--- src/rtl/gil_pkg.sv ---
// Shared types and constants for the glyph index lookup block.
package gil_pkg;

    localparam int TABLE_BYTES = 65536;
    localparam int ADDR_W      = $clog2(TABLE_BYTES);

    localparam logic OP_WRITE  = 1'b0;
    localparam logic OP_LOOKUP = 1'b1;

    localparam logic FMT_SEG4  = 1'b0;
    localparam logic FMT_GRP12 = 1'b1;

    localparam logic [1:0] REG_FORMAT = 2'd0;
    localparam logic [1:0] REG_LENGTH = 2'd1;
    localparam logic [1:0] REG_GLIMIT = 2'd2;

    localparam logic [16:0] LEN_MAX        = 17'h10000;
    localparam logic [16:0] F4_MIN_LEN     = 17'd14;
    localparam logic [15:0] F4_SEGX2_POS   = 16'd6;
    localparam logic [15:0] F4_ENDS_POS    = 16'd14;
    localparam logic [15:0] F4_HDR_BYTES   = 16'd16;
    localparam logic [15:0] F12_COUNT_POS  = 16'd12;
    localparam logic [16:0] F12_HDR_BYTES  = 17'd16;
    localparam logic [15:0] F12_END_OFS    = 16'd4;
    localparam logic [15:0] F12_GLYPH_OFS  = 16'd8;

    typedef struct packed {
        logic        fmt;
        logic [16:0] len;
        logic [15:0] glim;
    } cfg_t;

    typedef enum logic [2:0] {
        S_IDLE,
        S_FETCH,
        S_EVAL,
        S_PROBE,
        S_OUT
    } state_t;

    typedef enum logic [3:0] {
        STEP_F4_SEGS,
        STEP_F4_END,
        STEP_F4_START,
        STEP_F4_OFFS,
        STEP_F4_GLYPH,
        STEP_F4_DELTA,
        STEP_F12_COUNT,
        STEP_F12_START,
        STEP_F12_END,
        STEP_F12_BASE
    } step_t;

endpackage

--- src/rtl/gil_seq.sv ---
// Lookup sequencer: walks the subtable in memory and holds the result register.
module gil_seq (
    input  logic                       clk,
    input  logic                       rstn,
    input  gil_pkg::cfg_t              cfg,
    input  logic                       go,
    input  logic [20:0]                cp_in,
    output logic                       idle,
    output logic [gil_pkg::ADDR_W-1:0] rd_addr,
    input  logic [7:0]                 rd_data,
    output logic                       res_valid,
    output logic [15:0]                res_glyph,
    input  logic                       res_ready
);

    gil_pkg::state_t state_reg, state_next;
    gil_pkg::step_t  step_reg, step_next;
    logic [20:0] cp_reg, cp_next;
    logic [16:0] len_reg, len_next;
    logic [31:0] acc_reg, acc_next;
    logic [15:0] faddr_reg, faddr_next;
    logic [2:0]  fn_reg, fn_next, iss_reg, iss_next, rcv_reg, rcv_next;
    logic        pend_reg, pend_next;
    logic [14:0] segs_reg, segs_next, i_reg, i_next;
    logic [15:0] seg2_reg, seg2_next, off_reg, off_next, val_reg, val_next;
    logic [31:0] start_reg, start_next;
    logic [12:0] lo_reg, lo_next, hi_reg, hi_next, mid_reg, mid_next;
    logic [15:0] grp_reg, grp_next, res_reg, res_next, glyph_reg, glyph_next;
    logic        mval_reg, mval_next;

    logic [16:0] seg3_w, ranges_w, cnt12_w, grp_w;
    logic [18:0] need_w, pos_w;
    logic [13:0] sum_w;
    logic [12:0] mid_w;
    logic [31:0] g12_w;
    logic [15:0] g4_w;

    assign idle      = (state_reg == gil_pkg::S_IDLE);
    assign res_valid = mval_reg;
    assign res_glyph = glyph_reg;
    assign rd_addr   = faddr_reg;

    always_ff @(posedge clk) begin
        if (!rstn) begin
            state_reg <= gil_pkg::S_IDLE;
            pend_reg  <= 1'b0;
            mval_reg  <= 1'b0;
        end else begin
            state_reg <= state_next;
            pend_reg  <= pend_next;
            mval_reg  <= mval_next;
        end
        step_reg  <= step_next;
        cp_reg    <= cp_next;
        len_reg   <= len_next;
        acc_reg   <= acc_next;
        faddr_reg <= faddr_next;
        fn_reg    <= fn_next;
        iss_reg   <= iss_next;
        rcv_reg   <= rcv_next;
        segs_reg  <= segs_next;
        i_reg     <= i_next;
        seg2_reg  <= seg2_next;
        off_reg   <= off_next;
        val_reg   <= val_next;
        start_reg <= start_next;
        lo_reg    <= lo_next;
        hi_reg    <= hi_next;
        mid_reg   <= mid_next;
        grp_reg   <= grp_next;
        res_reg   <= res_next;
        glyph_reg <= glyph_next;
    end

    always_comb begin
        state_next = state_reg;
        step_next  = step_reg;
        cp_next    = cp_reg;
        len_next   = len_reg;
        acc_next   = acc_reg;
        faddr_next = faddr_reg;
        fn_next    = fn_reg;
        iss_next   = iss_reg;
        rcv_next   = rcv_reg;
        pend_next  = 1'b0;
        segs_next  = segs_reg;
        i_next     = i_reg;
        seg2_next  = seg2_reg;
        off_next   = off_reg;
        val_next   = val_reg;
        start_next = start_reg;
        lo_next    = lo_reg;
        hi_next    = hi_reg;
        mid_next   = mid_reg;
        grp_next   = grp_reg;
        res_next   = res_reg;
        glyph_next = glyph_reg;
        mval_next  = mval_reg;

        seg3_w   = {1'b0, seg2_reg} + {1'b0, seg2_reg} + {1'b0, seg2_reg};
        ranges_w = {1'b0, gil_pkg::F4_HDR_BYTES} + seg3_w + {1'b0, off_reg};
        need_w   = {1'b0, acc_reg[15:1], 3'b000} + {3'b000, gil_pkg::F4_HDR_BYTES};
        pos_w    = {2'b00, ranges_w} + {3'b000, acc_reg[15:0]}
                 + {2'b00, (cp_reg[15:0] - start_reg[15:0]), 1'b0};
        cnt12_w  = {1'b0, acc_reg[12:0], 3'b000} + {2'b00, acc_reg[12:0], 2'b00};
        sum_w    = {1'b0, lo_reg} + {1'b0, hi_reg};
        mid_w    = sum_w[13:1];
        grp_w    = {1'b0, mid_w, 3'b000} + {2'b00, mid_w, 2'b00} + gil_pkg::F12_HDR_BYTES;
        g12_w    = acc_reg + ({11'd0, cp_reg} - start_reg);
        g4_w     = val_reg + acc_reg[15:0];

        if (mval_reg && res_ready) begin
            mval_next = 1'b0;
        end

        unique case (state_reg)
            gil_pkg::S_IDLE: begin
                if (go) begin
                    cp_next  = cp_in;
                    len_next = (cfg.len > gil_pkg::LEN_MAX) ? gil_pkg::LEN_MAX : cfg.len;
                    acc_next = '0;
                    iss_next = '0;
                    rcv_next = '0;
                    res_next = '0;
                    if (cfg.len == '0) begin
                        state_next = gil_pkg::S_OUT;
                    end else if (cfg.fmt == gil_pkg::FMT_GRP12) begin
                        if (cfg.len < gil_pkg::F12_HDR_BYTES) begin
                            state_next = gil_pkg::S_OUT;
                        end else begin
                            faddr_next = gil_pkg::F12_COUNT_POS;
                            fn_next    = 3'd4;
                            step_next  = gil_pkg::STEP_F12_COUNT;
                            state_next = gil_pkg::S_FETCH;
                        end
                    end else begin
                        if (cp_in > 21'h00ffff || cfg.len < gil_pkg::F4_MIN_LEN) begin
                            state_next = gil_pkg::S_OUT;
                        end else begin
                            faddr_next = gil_pkg::F4_SEGX2_POS;
                            fn_next    = 3'd2;
                            step_next  = gil_pkg::STEP_F4_SEGS;
                            state_next = gil_pkg::S_FETCH;
                        end
                    end
                end
            end
            gil_pkg::S_FETCH: begin
                if (iss_reg < fn_reg) begin
                    faddr_next = faddr_reg + 16'd1;
                    iss_next   = iss_reg + 3'd1;
                    pend_next  = 1'b1;
                end
                if (pend_reg) begin
                    acc_next = {acc_reg[23:0], rd_data};
                    rcv_next = rcv_reg + 3'd1;
                    if (rcv_reg + 3'd1 == fn_reg) begin
                        state_next = gil_pkg::S_EVAL;
                    end
                end
            end
            gil_pkg::S_PROBE: begin
                if (lo_reg < hi_reg) begin
                    mid_next   = mid_w;
                    grp_next   = grp_w[15:0];
                    faddr_next = grp_w[15:0];
                    fn_next    = 3'd4;
                    iss_next   = '0;
                    rcv_next   = '0;
                    step_next  = gil_pkg::STEP_F12_START;
                    state_next = gil_pkg::S_FETCH;
                end else begin
                    res_next   = '0;
                    state_next = gil_pkg::S_OUT;
                end
            end
            gil_pkg::S_EVAL: begin
                iss_next   = '0;
                rcv_next   = '0;
                state_next = gil_pkg::S_FETCH;
                case (step_reg)
                    gil_pkg::STEP_F4_SEGS: begin
                        segs_next  = acc_reg[15:1];
                        seg2_next  = {acc_reg[15:1], 1'b0};
                        i_next     = '0;
                        off_next   = '0;
                        faddr_next = gil_pkg::F4_ENDS_POS;
                        fn_next    = 3'd2;
                        step_next  = gil_pkg::STEP_F4_END;
                        if (acc_reg[15:1] == '0 || need_w > {2'b00, len_reg}) begin
                            state_next = gil_pkg::S_OUT;
                        end
                    end
                    gil_pkg::STEP_F4_END: begin
                        fn_next = 3'd2;
                        if (acc_reg[15:0] < cp_reg[15:0]) begin
                            i_next     = i_reg + 15'd1;
                            off_next   = off_reg + 16'd2;
                            faddr_next = gil_pkg::F4_ENDS_POS + off_reg + 16'd2;
                            if (i_reg + 15'd1 == segs_reg) begin
                                state_next = gil_pkg::S_OUT;
                            end
                        end else begin
                            faddr_next = gil_pkg::F4_HDR_BYTES + seg2_reg + off_reg;
                            step_next  = gil_pkg::STEP_F4_START;
                        end
                    end
                    gil_pkg::STEP_F4_START: begin
                        start_next = acc_reg;
                        fn_next    = 3'd2;
                        faddr_next = ranges_w[15:0];
                        step_next  = gil_pkg::STEP_F4_OFFS;
                        if (acc_reg[15:0] > cp_reg[15:0]) begin
                            state_next = gil_pkg::S_OUT;
                        end
                    end
                    gil_pkg::STEP_F4_OFFS: begin
                        fn_next = 3'd2;
                        if (acc_reg[15:0] == '0) begin
                            val_next   = cp_reg[15:0];
                            faddr_next = gil_pkg::F4_HDR_BYTES + seg2_reg + seg2_reg + off_reg;
                            step_next  = gil_pkg::STEP_F4_DELTA;
                        end else begin
                            faddr_next = pos_w[15:0];
                            step_next  = gil_pkg::STEP_F4_GLYPH;
                            if (pos_w + 19'd2 > {2'b00, len_reg}) begin
                                state_next = gil_pkg::S_OUT;
                            end
                        end
                    end
                    gil_pkg::STEP_F4_GLYPH: begin
                        val_next   = acc_reg[15:0];
                        fn_next    = 3'd2;
                        faddr_next = gil_pkg::F4_HDR_BYTES + seg2_reg + seg2_reg + off_reg;
                        step_next  = gil_pkg::STEP_F4_DELTA;
                        if (acc_reg[15:0] == '0) begin
                            state_next = gil_pkg::S_OUT;
                        end
                    end
                    gil_pkg::STEP_F4_DELTA: begin
                        res_next   = (g4_w < cfg.glim) ? g4_w : '0;
                        state_next = gil_pkg::S_OUT;
                    end
                    gil_pkg::STEP_F12_COUNT: begin
                        lo_next    = '0;
                        hi_next    = acc_reg[12:0];
                        state_next = gil_pkg::S_PROBE;
                        if (acc_reg[31:13] != '0 || cnt12_w > len_reg - gil_pkg::F12_HDR_BYTES) begin
                            state_next = gil_pkg::S_OUT;
                        end
                    end
                    gil_pkg::STEP_F12_START: begin
                        start_next = acc_reg;
                        fn_next    = 3'd4;
                        faddr_next = grp_reg + gil_pkg::F12_END_OFS;
                        step_next  = gil_pkg::STEP_F12_END;
                    end
                    gil_pkg::STEP_F12_END: begin
                        fn_next = 3'd4;
                        if ({11'd0, cp_reg} > acc_reg) begin
                            lo_next    = mid_reg + 13'd1;
                            state_next = gil_pkg::S_PROBE;
                        end else if ({11'd0, cp_reg} < start_reg) begin
                            hi_next    = mid_reg;
                            state_next = gil_pkg::S_PROBE;
                        end else begin
                            faddr_next = grp_reg + gil_pkg::F12_GLYPH_OFS;
                            step_next  = gil_pkg::STEP_F12_BASE;
                        end
                    end
                    gil_pkg::STEP_F12_BASE: begin
                        res_next   = (g12_w < {16'd0, cfg.glim}) ? g12_w[15:0] : '0;
                        state_next = gil_pkg::S_OUT;
                    end
                    default: begin
                        state_next = gil_pkg::S_OUT;
                    end
                endcase
            end
            gil_pkg::S_OUT: begin
                if (!mval_reg || res_ready) begin
                    mval_next  = 1'b1;
                    glyph_next = res_reg;
                    state_next = gil_pkg::S_IDLE;
                end
            end
            default: begin
                state_next = gil_pkg::S_IDLE;
            end
        endcase
    end

endmodule

--- config.mk ---
export PLATFORM = sky130hd
export DESIGN_NAME = gil_seq
export DESIGN_NICKNAME = d
export VERILOG_FILES = /design/src/rtl/gil_pkg.sv /design/src/rtl/gil_seq.sv
export SDC_FILE = /design/constraint.sdc
export NUM_CORES = 1
export LEC_CHECK = 0
export BUFFER_PORTS_ARGS = -buffer_cell sky130_fd_sc_hd__buf_2
export CORE_ASPECT_RATIO = 0.9
export CORE_UTILIZATION = 58
export CTS_CLUSTER_SIZE = 20
export DETAILED_ROUTE_END_ITERATION = 8
export HOLD_SLACK_MARGIN = 0.03
export PLACE_DENSITY = 0.79
export SLEW_MARGIN = 20
export SYNTH_ARGS = -nofsm -noshare
export SYNTH_HDL_FRONTEND = slang
export SYNTH_SLANG_ARGS = --single-unit
--- constraint.sdc ---
create_clock -name clk -period 7.51 [get_ports clk]
set_input_delay 0.751 -clock clk [delete_from_list [all_inputs] [get_ports clk]]
set_output_delay 0.751 -clock clk [all_outputs]
set_load 0.01 [all_outputs]
### Yosys cells after proc, flatten, opt, wreduce, memory -nomap -nowiden

Cells that the tools add are included.

* register bits: 285
* bits of input ports: 67
* output and inout bits: 34
* word-level logic and storage cells: 227

* $add $sub $neg: 31
* $lt $le $gt $ge: 15
* eq/ne operators: 36
* muxes and demuxes: 84
* reduce and logical (&&, ||, !) cells: 39

Operator list (count)
* 16-bit 2-to-1 mux: 17
* 16-bit one-hot mux with 7 select lines: 1
* 16-bit one-hot mux with 2 select lines: 3
* 3-bit 2-to-1 mux: 27
* 16-bit adder: 4
* 32-bit 2-to-1 mux: 2
* 16-bit one-hot mux with 4 select lines: 1
* 32-bit one-hot mux with 2 select lines: 1
* 13-bit one-hot mux with 2 select lines: 2
* 16-bit one-hot mux with 3 select lines: 1
* 13-bit 2-to-1 mux: 3
* 19-bit by 17-bit > comparator with 1-bit output: 2
* 4-bit 2-to-1 mux: 9
* 17-bit by 16-bit adder with 17-bit output: 2
* 16-bit by 2-bit adder with 16-bit output, second input constant: 2
* 32-bit adder: 1
* 21-bit by 32-bit > comparator with 1-bit output: 1
* 16-bit less-than comparator: 2
* 21-bit by 32-bit less-than comparator with 1-bit output: 1
* 32-bit by 16-bit less-than comparator with 1-bit output: 1
* 21-bit by 32-bit subtractor with 32-bit output: 1
* 15-bit one-hot mux with 2 select lines: 1
* 4-bit one-hot mux with 7 select lines: 1
* 2-bit inequality test, second input constant: 13
* other kinds (68): 106

### Longest topological paths before layout

Gate-level depths: netlist of the first run.

* depth in word-level cells: 12
* gate-level depth with buffers: 37
* mapped depth without buffers: 35

### Worst setup path before layout of the first run

Ideal clock, no wire load.

* path kind: reg2reg
* from: reg segs_reg[3]
* to: reg state_reg[2]
* setup time: 115 ps
* arrival: 6976 ps
* data required time: 7395 ps
* path slack: 419 ps
* cell stages (with the launch flop): 34
* path buffers: 1
* period minus slack after synthesis: 7091 ps
* cells stage by stage: edfxtp_1 > clkbuf_1 > inv_1 > ha_1 > inv_1 > fa_1 > inv_1 > fa_1 > nor2b_1 > o21ai_0 > a21boi_0 > o21ai_0 > a21oi_1 > nor2_1 > fa_1 > ha_1 > nor3_1 > a21boi_0 > nor2_1 > xnor2_1 > or3_1 > or3_1 > nor3_1 > xnor2_1 > ha_1 > nand3_1 > nor3_1 > a21oi_1 > o21ai_0 > o211a_1 > o311ai_0 > mux2i_1 > nor3_1 > o21a_1

* word-level cells in the longest chain between the ends: 12
* elaborated cells between the ends (all ways): 15
* classes of those cells: add/sub (7); order compare (1); eq/ne (1); mux (6)

RTL lines
* from (decl): RTL line gil_seq.sv:24 `logic [14:0] segs_reg, segs_next, i_reg, i_next;`
* from (signal assigned): RTL line gil_seq.sv:61 `segs_reg <= segs_next;`
* 16-bit by 16-bit adder with 17-bit output
* 17-bit by 16-bit adder with 17-bit output
* 5-bit by 17-bit adder with 17-bit output
* 17-bit by 16-bit adder with 17-bit output
* 17-bit by 16-bit adder with 18-bit output
* 18-bit by 17-bit adder with 19-bit output
* 19-bit by 2-bit adder with 19-bit output
* 19-bit by 17-bit > comparator with 1-bit output
* 3-bit 2-to-1 mux (2 in series)
* 3-bit one-hot mux with 8 select lines *: RTL line gil_seq.sv:181 `case (step_reg)`
* 3-bit one-hot mux with 5 select lines *: RTL line gil_seq.sv:116 `unique case (state_reg)`
* to (signal assigned): RTL line gil_seq.sv:45 `state_reg <= gil_pkg::S_IDLE;`
* to (signal assigned): RTL line gil_seq.sv:49 `state_reg <= state_next;`
* to (decl): RTL line gil_seq.sv:16 `gil_pkg::state_t state_reg, state_next;`

Every way passes the cells marked *; elsewhere a longest branch is shown, timed or not.
A chain may end at the register's enable or synchronous reset.

### Worst setup path in the final report of the first run

* from: reg segs_reg[2]
* to: reg state_reg[0]

Same word-level chain as after synthesis.

==> qor.yml, run 1 <==
worst_setup_path:
  path_class: "reg -> reg"
  setup.worst_path.end: "state_reg[0]"
  cp-end-kind: "flip-flop"
  arrival_ns: 7.63
  r2r-start: "segs_reg[2]"
  crit_slowest_cell: "fa_1"
  setup.worst_path.start_class: "flip-flop"
  critPathLaunch: "segs_reg[2]"
  rr_worst_depth: 32
  r2r_end: "state_reg[0]"
  critical_path.max_stage_delay_ns: 0.54
  cp.required_ns: 8.01
  cp_max_fo: 5
  r2r_slack_ns: 0.37
routing:
  drc: 0
  wire_per_inst_um: 21.7
  postRouteAntennaNets: 0
  num_vias: 20900
  firstDrtPassIters: 6
  detail_route.iter0.violations: 2043
  vias_per_cell: 6.26
  finalWirelength_mm: 72.6
timing:
  slew_violations: 0
  tightestPinTransition_ns: 1.02
  worst_slew_margin_rel_pct: 31.2
  fmax_mhz: 140
  period_share_pct: 95.0
  clock_skew_ns: 0.0233
  worst_slack_ns: 0.374
  hold_viol_final: 0
  setup_viol: 0
  min_period_ns: 7.14
global_route:
  overflow: 0
  grt_max_degree: 40
  grt_usage_pct: 32.3
  antenna_found_initial: 1
  grt_pass1_vias: 20500
  grt_pass1_wl_mm: 112
placed_design:
  io_buffers: 100
  place_area_sq_um: 26700
  pre_cts_slack_ns: 0.0424
  hpwl_mm: 56.8
  routabilityCongestion: 1.02
  dp.cells: 3277
logic_synthesis:
  synth-seq-cells: 280
  syn_area_sq_um: 25400
  synth_nets: 3135
  syn_area_per_cell_sq_um: 9.60
  synthCells: 2641
  synth-async-reset-ratio_pct: 0
  synthTopCellsByArea: "edfxtp_1 (33%), ha_1 (18%), xnor2_1 (6.0%)"
  yosysSeqAreaShare_pct: 33.0
  yosysWarnings: 0
  synth_cell_types: 83
  synth-edff-count: 275
  yosysTopAreaCellShare_pct: 32.6
  yosysTopAreaCell: "edfxtp_1"
  synth_flop_cell: "edfxtp_1"
die:
  die_h_um: 200
  row_count: 72
  fp.coreArea_sq_um: 43100
  initial_core_util_pct: 58.9
  die_area_sq_um: 44600
  dieWidth_um: 222
  io_pins: 101
run_status:
  status: "complete, no violations"
power:
  clkPwrFrac_pct: 30.5
  p_per_area_nw_per_um2: 203
  switching_share_pct: 35.4
  comb_power_share_pct: 36.3
  p_int_mw: 3.67
  power_frac_seq_pct: 33.3
  switching_power_mw: 2.01
  p_leak_nw: 12.0
  ir_drop_v: 0.000155
min_path:
  worstHoldPathType: "in -> reg"
finish:
  fillers: 3396
  syn_to_final_growth_pct: 10.5
  final_cell_mix: "ha_1 (363), edfxtp_1 (275), inv_1 (266)"
  drive_gt1_share_pct: 9.30
  nets: 3257
  postLayoutCellArea_sq_um: 28000
  utilization_pct: 65.1
  finalNonFillerCells: 3342
  layout_commonest_cell: "ha_1"
cts:
  worstSkewPairLatency_ns: 0.57
  cts_hold_buf: 0
  cts_num_sinks: 280
  clockBufferDepth: 3
  root_buffer: "clkbuf_16"
  cts_tree: "yes"
  htreeDepth: 2
  cts.reportedPaths.clkPinSlew_ns: 0.06
  cts_made_buffers: 34
job:
  maxCapViolations: 0
==> power by group through the flow <==
stage	Combinational (mW)	Clock [mW]	Sequential, mW
floorplan	1.37	0	1.90
global placement	1.88	0	1.92
detailed placement	1.94	0	1.92
CTS	1.96	1.75	1.89
global route	2.26	1.80	1.90
finish	2.06	1.73	1.89
==> stage by stage <==
step / hold slack, ns / total power [mW] / setup TNS (ns)
3_3_place_gp: 0.403 / 3.79 / 0
4_1_cts: 0.333 / 5.60 / 0
6_report: 0.360 / 5.68 / 0
3_5_place_dp: 0.405 / 3.86 / 0
5_1_grt: 0.349 / 5.95 / -0.0453
2_1_floorplan: 0.400 / 3.28 / 0
==> how the worst min path moves through the flow <==
stage / startpoint / endpoint / slack (ns) / depth (start not counted)
6_report: cp_in[15] / cp_reg[15] / 0.36 / 1
5_1_grt: cp_in[15] / cp_reg[15] / 0.35 / 1
4_1_cts: cp_in[15] / cp_reg[15] / 0.33 / 1
3_5_place_dp: res_reg[9] / res_glyph[9] / 0.40 / 0
3_3_place_gp: res_reg[12] / res_glyph[12] / 0.40 / 0
2_1_floorplan: res_reg[0] / res_glyph[0] / 0.40 / 0
==> final cells by class <==
| cell class | instances | area, sq um | area share [%] |
|---|---|---|---|
| multi-input cells | 2035 | 16000 | 57.0 |
| flip-flops and latches | 280 | 8360 | 29.8 |
| inverters | 266 | 998 | 3.56 |
| clock buffers | 40 | 895 | 3.19 |
| repair buffers | 146 | 866 | 3.09 |
| well taps | 555 | 694 | 2.48 |
| clock inverters | 19 | 241 | 0.862 |
| diodes | 1 | 2.50 | 0.00893 |
==> timing repair <==
action / CTS / global route
setup endpoints to repair: 0 / 2
buffers inserted: 0 / 4
resized for setup: 0 / 30
==> logic make-up (layout without fill, tap and decap cells) <==
logic type                 after synthesis  in the layout  share of synthesized area (%)
adders and majority gates              427            427                           22.9
buffers and inverters                  326            471                           4.86
and+or+nand+nor                        709            709                           13.5
AOI/OAI and AO/OA                      626            626                           16.3
xor gates and xnor gates               259            259                           8.95
DFF                                    280            280                           33.0
muxes                                   14             14                          0.597
other                                    0              1                              0
==> per-layer routing <==
layer	vias to the layer above	track usage [%]	part of all wire, %	wire length (um)
met5	-	0	0	0
met4	0	11.4	3.3	2370
met3	149	5.38	9.7	7020
met2	1012	49.9	44	32000
met1	10000	45.8	43	31200
li1	9731	-	-	-
==> critical path, delay by kind of cell (launching register included) <==
kind            cells  cell delay (ns)
mux                 1             0.21
simple gates       10             1.93
xor+xnor            2             0.31
compound gates     10             1.48
buf+inv             3             0.21
flops               1             0.50
fa+ha+maj           6             2.44
==> cell usage after synthesis, drive strengths merged (30+ instances only) <==
cell type    n
a21o        75
a21oi      161
clkbuf      51
edfxtp     275
fa          61
ha         366
inv        266
nand2      165
nand3       70
nand4       42
nor2       205
nor2b       45
nor3        52
o21a        30
o21ai      140
xnor2      173
xor2        86
(Power assumes the default switching activity.)
==> run 2, diff against run 1 <==
--- a/config.mk
+++ b/config.mk
@@ -7,11 +7,13 @@
 export LEC_CHECK = 0
 export BUFFER_PORTS_ARGS = -buffer_cell sky130_fd_sc_hd__buf_2
 export CORE_ASPECT_RATIO = 0.9
-export CORE_UTILIZATION = 58
+export CORE_MARGIN = 5
+export CORE_UTILIZATION = 59
+export CTS_BUF_LIST = sky130_fd_sc_hd__clkbuf_4
 export CTS_CLUSTER_SIZE = 20
 export DETAILED_ROUTE_END_ITERATION = 8
 export HOLD_SLACK_MARGIN = 0.03
-export PLACE_DENSITY = 0.79
+export PLACE_DENSITY = 0.8
 export SLEW_MARGIN = 20
 export SYNTH_ARGS = -nofsm -noshare
 export SYNTH_HDL_FRONTEND = slang
==> qor.yml, run 2 (same netlist as run 1, synthesis figures left out) <==
run_status:
  status: "complete, no violations"
finish:
  final_cell_mix: "ha_1 (363), edfxtp_1 (275), inv_1 (266)"
  postLayoutCellArea_sq_um: 28000
  drive_gt1_share_pct: 11.3
  nets: 3306
  syn_to_final_growth_pct: 10.3
  layout_commonest_cell: "ha_1"
  utilization_pct: 65.5
  fillers: 3473
  multi_input_area_sq_um: 16000
  seqCellArea_sq_um: 8360
timing:
  clock_skew_ns: 0.0610
  fmax_mhz: 141
  hold_viol_final: 0
  period_share_pct: 94.7
  worst_slew_margin_rel_pct: 39.3
  whs_ns: 0.0967
  min_period_ns: 7.11
  setup_viol: 0
  tightestPinTransition_ns: 0.910
  slew_violations: 0
  timing.setup.tns_ns: 0
min_path:
  holdPathEnd: "cp_reg[19]"
  min_path_cells: 1
  min_from: "cp_in[19]"
  worstHoldPathType: "in -> reg"
job:
  maxCapViolations: 0
worst_setup_path:
  r2r_end: "state_reg[2]"
  critical_path.max_stage_delay_ns: 0.48
  r2r_slack_ns: 0.40
  crit_slowest_cell: "fa_1"
  setup.worst_path.start_class: "flip-flop"
  cp-end-kind: "flip-flop"
  cp_max_fo: 5
  rr_worst_depth: 32
  path_class: "reg -> reg"
  r2r-start: "segs_reg[1]"
  cp.required_ns: 8.26
  cp_common_cell: "o21ai_0"
  arrival_ns: 7.86
routing:
  drc: 0
  detail_route.iter0.violations: 2439
  firstDrtPassIters: 5
  finalWirelength_mm: 73.5
  vias_per_cell: 6.22
  num_vias: 21300
  postRouteAntennaNets: 0
  wire_per_inst_um: 21.5
cts:
  root_buffer: "clkbuf_4"
  cts.reportedPaths.clkPinSlew_ns: 0.07
  htreeDepth: 3
  clockBufferDepth: 3
  cts_num_sinks: 280
  cts_tree: "yes"
  cts_made_buffers: 75
  worstSkewPairLatency_ns: 0.85
placed_design:
  hpwl_mm: 57.7
  io_buffers: 100
  place_area_sq_um: 26700
  routabilityCongestion: 0.998
die:
  dieWidth_um: 229
  initial_core_util_pct: 59.4
  die_h_um: 207
  fp.coreArea_sq_um: 42700
  io_pins: 101
  die_area_sq_um: 47200
  row_count: 72
global_route:
  grt_busiest_layer: "met2"
  grt_pass1_wl_mm: 114
  grt_max_degree: 40
  grt_util_met3_pct: 6.35
  overflow: 0
  antenna_found_initial: 2
  met2_usage_pct: 48.3
  grt_pass1_vias: 20700
  grt_usage_pct: 30.6
  grt.met1_usage_pct: 43.1
power:
  p_leak_nw: 12.1
  p_per_area_nw_per_um2: 194
  ir_drop_v: 0.000178
[run 2: layout make-up]
cell class	instances	share of cell area, %
Multi-Input combinational cell	2035	57.1
Sequential cell	280	29.9
Inverter	266	3.57
Timing Repair Buffer	154	3.35
Clock buffer	107	2.87
Tap cell	555	2.48
Clock inverter	23	0.725
Antenna cell	5	0.0447
[run 2: power by group]
part / switching (mW) / total [mW] / internal (mW) / leakage [nW]
Sequential: 0.0827 / 1.89 / 1.81 / 2.63
Clock: 0.686 / 1.48 / 0.793 / 0.585
Combinational: 1.22 / 2.04 / 0.826 / 8.88
Total: 1.99 / 5.42 / 3.43 / 12.1
[run 2: through the flow]
step / setup slack [ns] / total power [mW] / std cells
global placement: 0.314 / 3.80 / 3280
finish: 0.399 / 5.42 / 3425
CTS: 0.150 / 5.36 / 3414
floorplan: 0.419 / 3.28 / 2641
detailed placement: 0.133 / 3.86 / 3280
global route: -0.00700 / 5.74 / 3425
[run 2: routing by layer]
metal  share of wire, %  vias to the layer above
met3                9.6                      163
li1                   -                     9897
met4                2.7                        0
met5                  0                        -
met1                 43                    10200
met2                 44                     1018
[run 2: critical path, delay by kind of cell (launching register included)]
| kind | cells | cell delay, ns |
|---|---|---|
| and+or+nand+nor | 6 | 0.86 |
| adders and majority gates | 6 | 2.36 |
| xor gates and xnor gates | 2 | 0.45 |
| DFF | 1 | 0.43 |
| AOI/OAI and AO/OA | 16 | 2.57 |
| buffers and inverters | 1 | 0.16 |
| muxes | 1 | 0.23 |
[run 2: worst max path at each step]
stage,depth (start not counted),startpoint,to
final,32,segs_reg[1],state_reg[2]
after global routing,32,segs_reg[1],state_reg[2]
after CTS,32,segs_reg[1],state_reg[0]
after detailed placement,32,segs_reg[1],state_reg[0]
after global placement,28,segs_reg[1],state_reg[2]
after floorplan,33,segs_reg[3],state_reg[2]
[run 2: repair_timing]
item                                    in CTS  in global routing
endpoints found under the setup margin       0                  2
hold buffers                                 4                  0
setup buffers                                0                  5
endpoints found under the hold margin        4                  0
gates resized for setup                      0                 25
==> run 3, diff against run 2 <==
--- a/config.mk
+++ b/config.mk
@@ -6,7 +6,6 @@
 export NUM_CORES = 1
 export LEC_CHECK = 0
 export BUFFER_PORTS_ARGS = -buffer_cell sky130_fd_sc_hd__buf_2
-export CORE_ASPECT_RATIO = 0.9
 export CORE_MARGIN = 5
 export CORE_UTILIZATION = 59
 export CTS_BUF_LIST = sky130_fd_sc_hd__clkbuf_4
==> qor.yml, run 3 (same netlist as run 1, synthesis figures left out) <==
finish:
  seqCellArea_sq_um: 8360
  drive_gt1_share_pct: 11.2
  nets: 3323
  final_cell_mix: "ha_1 (365), edfxtp_1 (275), inv_1 (266)"
  layout_commonest_cell: "ha_1"
  syn_to_final_growth_pct: 10.4
  multi_input_area_sq_um: 15900
  fillers: 3487
power:
  comb_power_share_pct: 39.0
  ir_drop_v: 0.000114
  p_leak_nw: 12.1
  switching_power_mw: 2.05
  p_int_mw: 3.36
  fin_total_pwr_mw: 5.41
  p_per_area_nw_per_um2: 193
  switching_share_pct: 37.9
  power_frac_seq_pct: 34.9
  clkPwrFrac_pct: 26.1
worst_setup_path:
  cp_top_family: "adder cells"
  cp_common_cell: "ha_1"
  path_class: "reg -> reg"
  critical_path.max_stage_delay_ns: 0.48
  critPathLaunch: "segs_reg[1]"
  r2r_end: "state_reg[2]"
  r2r-start: "segs_reg[1]"
  cp-end-kind: "flip-flop"
  rr_worst_depth: 29
  r2r_slack_ns: 0.35
  cp.required_ns: 8.25
  crit_slowest_cell: "fa_1"
  setup.worst_path.start_class: "flip-flop"
  arrival_ns: 7.89
  path_buf_inv: 3
  cp_max_fo: 5
placed_design:
  hpwl_mm: 59.3
  io_buffers: 100
  routabilityCongestion: 0.965
  pre_cts_slack_ns: 0.0194
routing:
  firstDrtPassIters: 5
  postRouteAntennaNets: 0
  finalWirelength_mm: 75.7
  vias_per_cell: 6.19
  detail_route.iter0.violations: 1921
  drc: 0
  num_vias: 21200
  wire_per_inst_um: 22.0
global_route:
  grt_pass1_wl_mm: 117
  overflow: 0
  grt_max_degree: 40
  grt_usage_pct: 31.7
  antenna_found_initial: 5
  grt_pass1_vias: 20900
cts:
  cts_tree: "yes"
  cts_made_buffers: 77
  worstSkewPairLatency_ns: 0.87
  clockBufferDepth: 3
  cts.reportedPaths.clkPinSlew_ns: 0.08
  htreeDepth: 3
  cts_num_sinks: 280
  root_buffer: "clkbuf_4"
die:
  initial_core_util_pct: 59.2
  dieWidth_um: 217
  die_h_um: 217
  die_area_sq_um: 47200
  io_pins: 101
  row_count: 76
  fp.coreArea_sq_um: 42800
timing:
  setup_viol: 0
  min_period_ns: 7.16
  fmax_mhz: 140
  clock_skew_ns: 0.0906
  slew_violations: 0
  hold_viol_final: 0
  worst_slack_ns: 0.355
  worst_slew_margin_rel_pct: 24.7
  period_share_pct: 95.3
  tightestPinTransition_ns: 1.13
run_status:
  status: "complete, no violations"
min_path:
  holdPathEnd: "cp_reg[3]"
  worstHoldPathType: "in -> reg"
  min_from: "cp_in[3]"
  min_path_cells: 1
job:
  maxCapViolations: 0
run 3: metal layers:
| layer | share of wire, % | vias to the layer above | wire (um) | GRT usage [%] |
|---|---|---|---|---|
| li1 | - | 9920 | - | - |
| met1 | 43 | 10300 | 32300 | 43.2 |
| met2 | 46 | 892 | 34900 | 51.0 |
| met3 | 8.0 | 172 | 6060 | 6.30 |
| met4 | 3.2 | 4 | 2430 | 10.5 |
| met5 | 0.033 | - | 25 | 0 |
run 3: power groups by stage:
stage	sequential [mW]	combinational [mW]	clock (mW)
3_3_place_gp	1.91	1.97	0
4_1_cts	1.88	2.04	1.44
6_report	1.89	2.11	1.41
3_5_place_dp	1.92	2.02	0
5_1_grt	1.89	2.30	1.54
2_1_floorplan	1.90	1.37	0
run 3: worst reg2reg max path: cells and delay by family (launching register included):
kind,cells,cell delay (ns)
multiplexers,1,0.16
XOR/XNOR,3,0.84
AND/OR/NAND/NOR,7,1.59
AO/OA/AOI/OAI,8,1.23
adder cells (fa/ha/maj),7,2.49
buffers and inverters,3,0.39
flip-flops,1,0.42
run 3: worst max-delay path by stage:
stage	end	cells past startpoint
3_3_place_gp	state_reg[2]	33
5_1_grt	state_reg[2]	33
6_report	state_reg[2]	29
3_5_place_dp	state_reg[2]	32
2_1_floorplan	state_reg[2]	33
4_1_cts	state_reg[2]	32
run 3: area by class of cell:
type | count | area share (%)
multi-input combinational | 2035 | 56.8
tap | 546 | 2.44
timing repair buffer | 169 | 3.79
clock inverter | 37 | 0.872
clock buffer | 95 | 2.55
inverter | 266 | 3.57
antenna | 6 | 0.0537
sequential | 280 | 29.9
run 3: stage by stage:
step	setup TNS [ns]	instance area, sq um	std cells	hold slack [ns]	utilization, %
2_1_floorplan	0	25400	2641	0.400	-
3_3_place_gp	0	26800	3282	0.407	62.6
3_5_place_dp	0	26800	3282	0.410	62.6
4_1_cts	0	27800	3423	0.0727	65.0
5_1_grt	-0.0319	28000	3432	0.0667	65.4
6_report	0	28000	3434	0.125	65.4
run 3: repair_timing:
action	CTS	global route
setup buffers	0	4
hold buffers	9	0
setup endpoints to repair	0	2
endpoints found under the hold margin	9	0
gates resized for setup	0	20
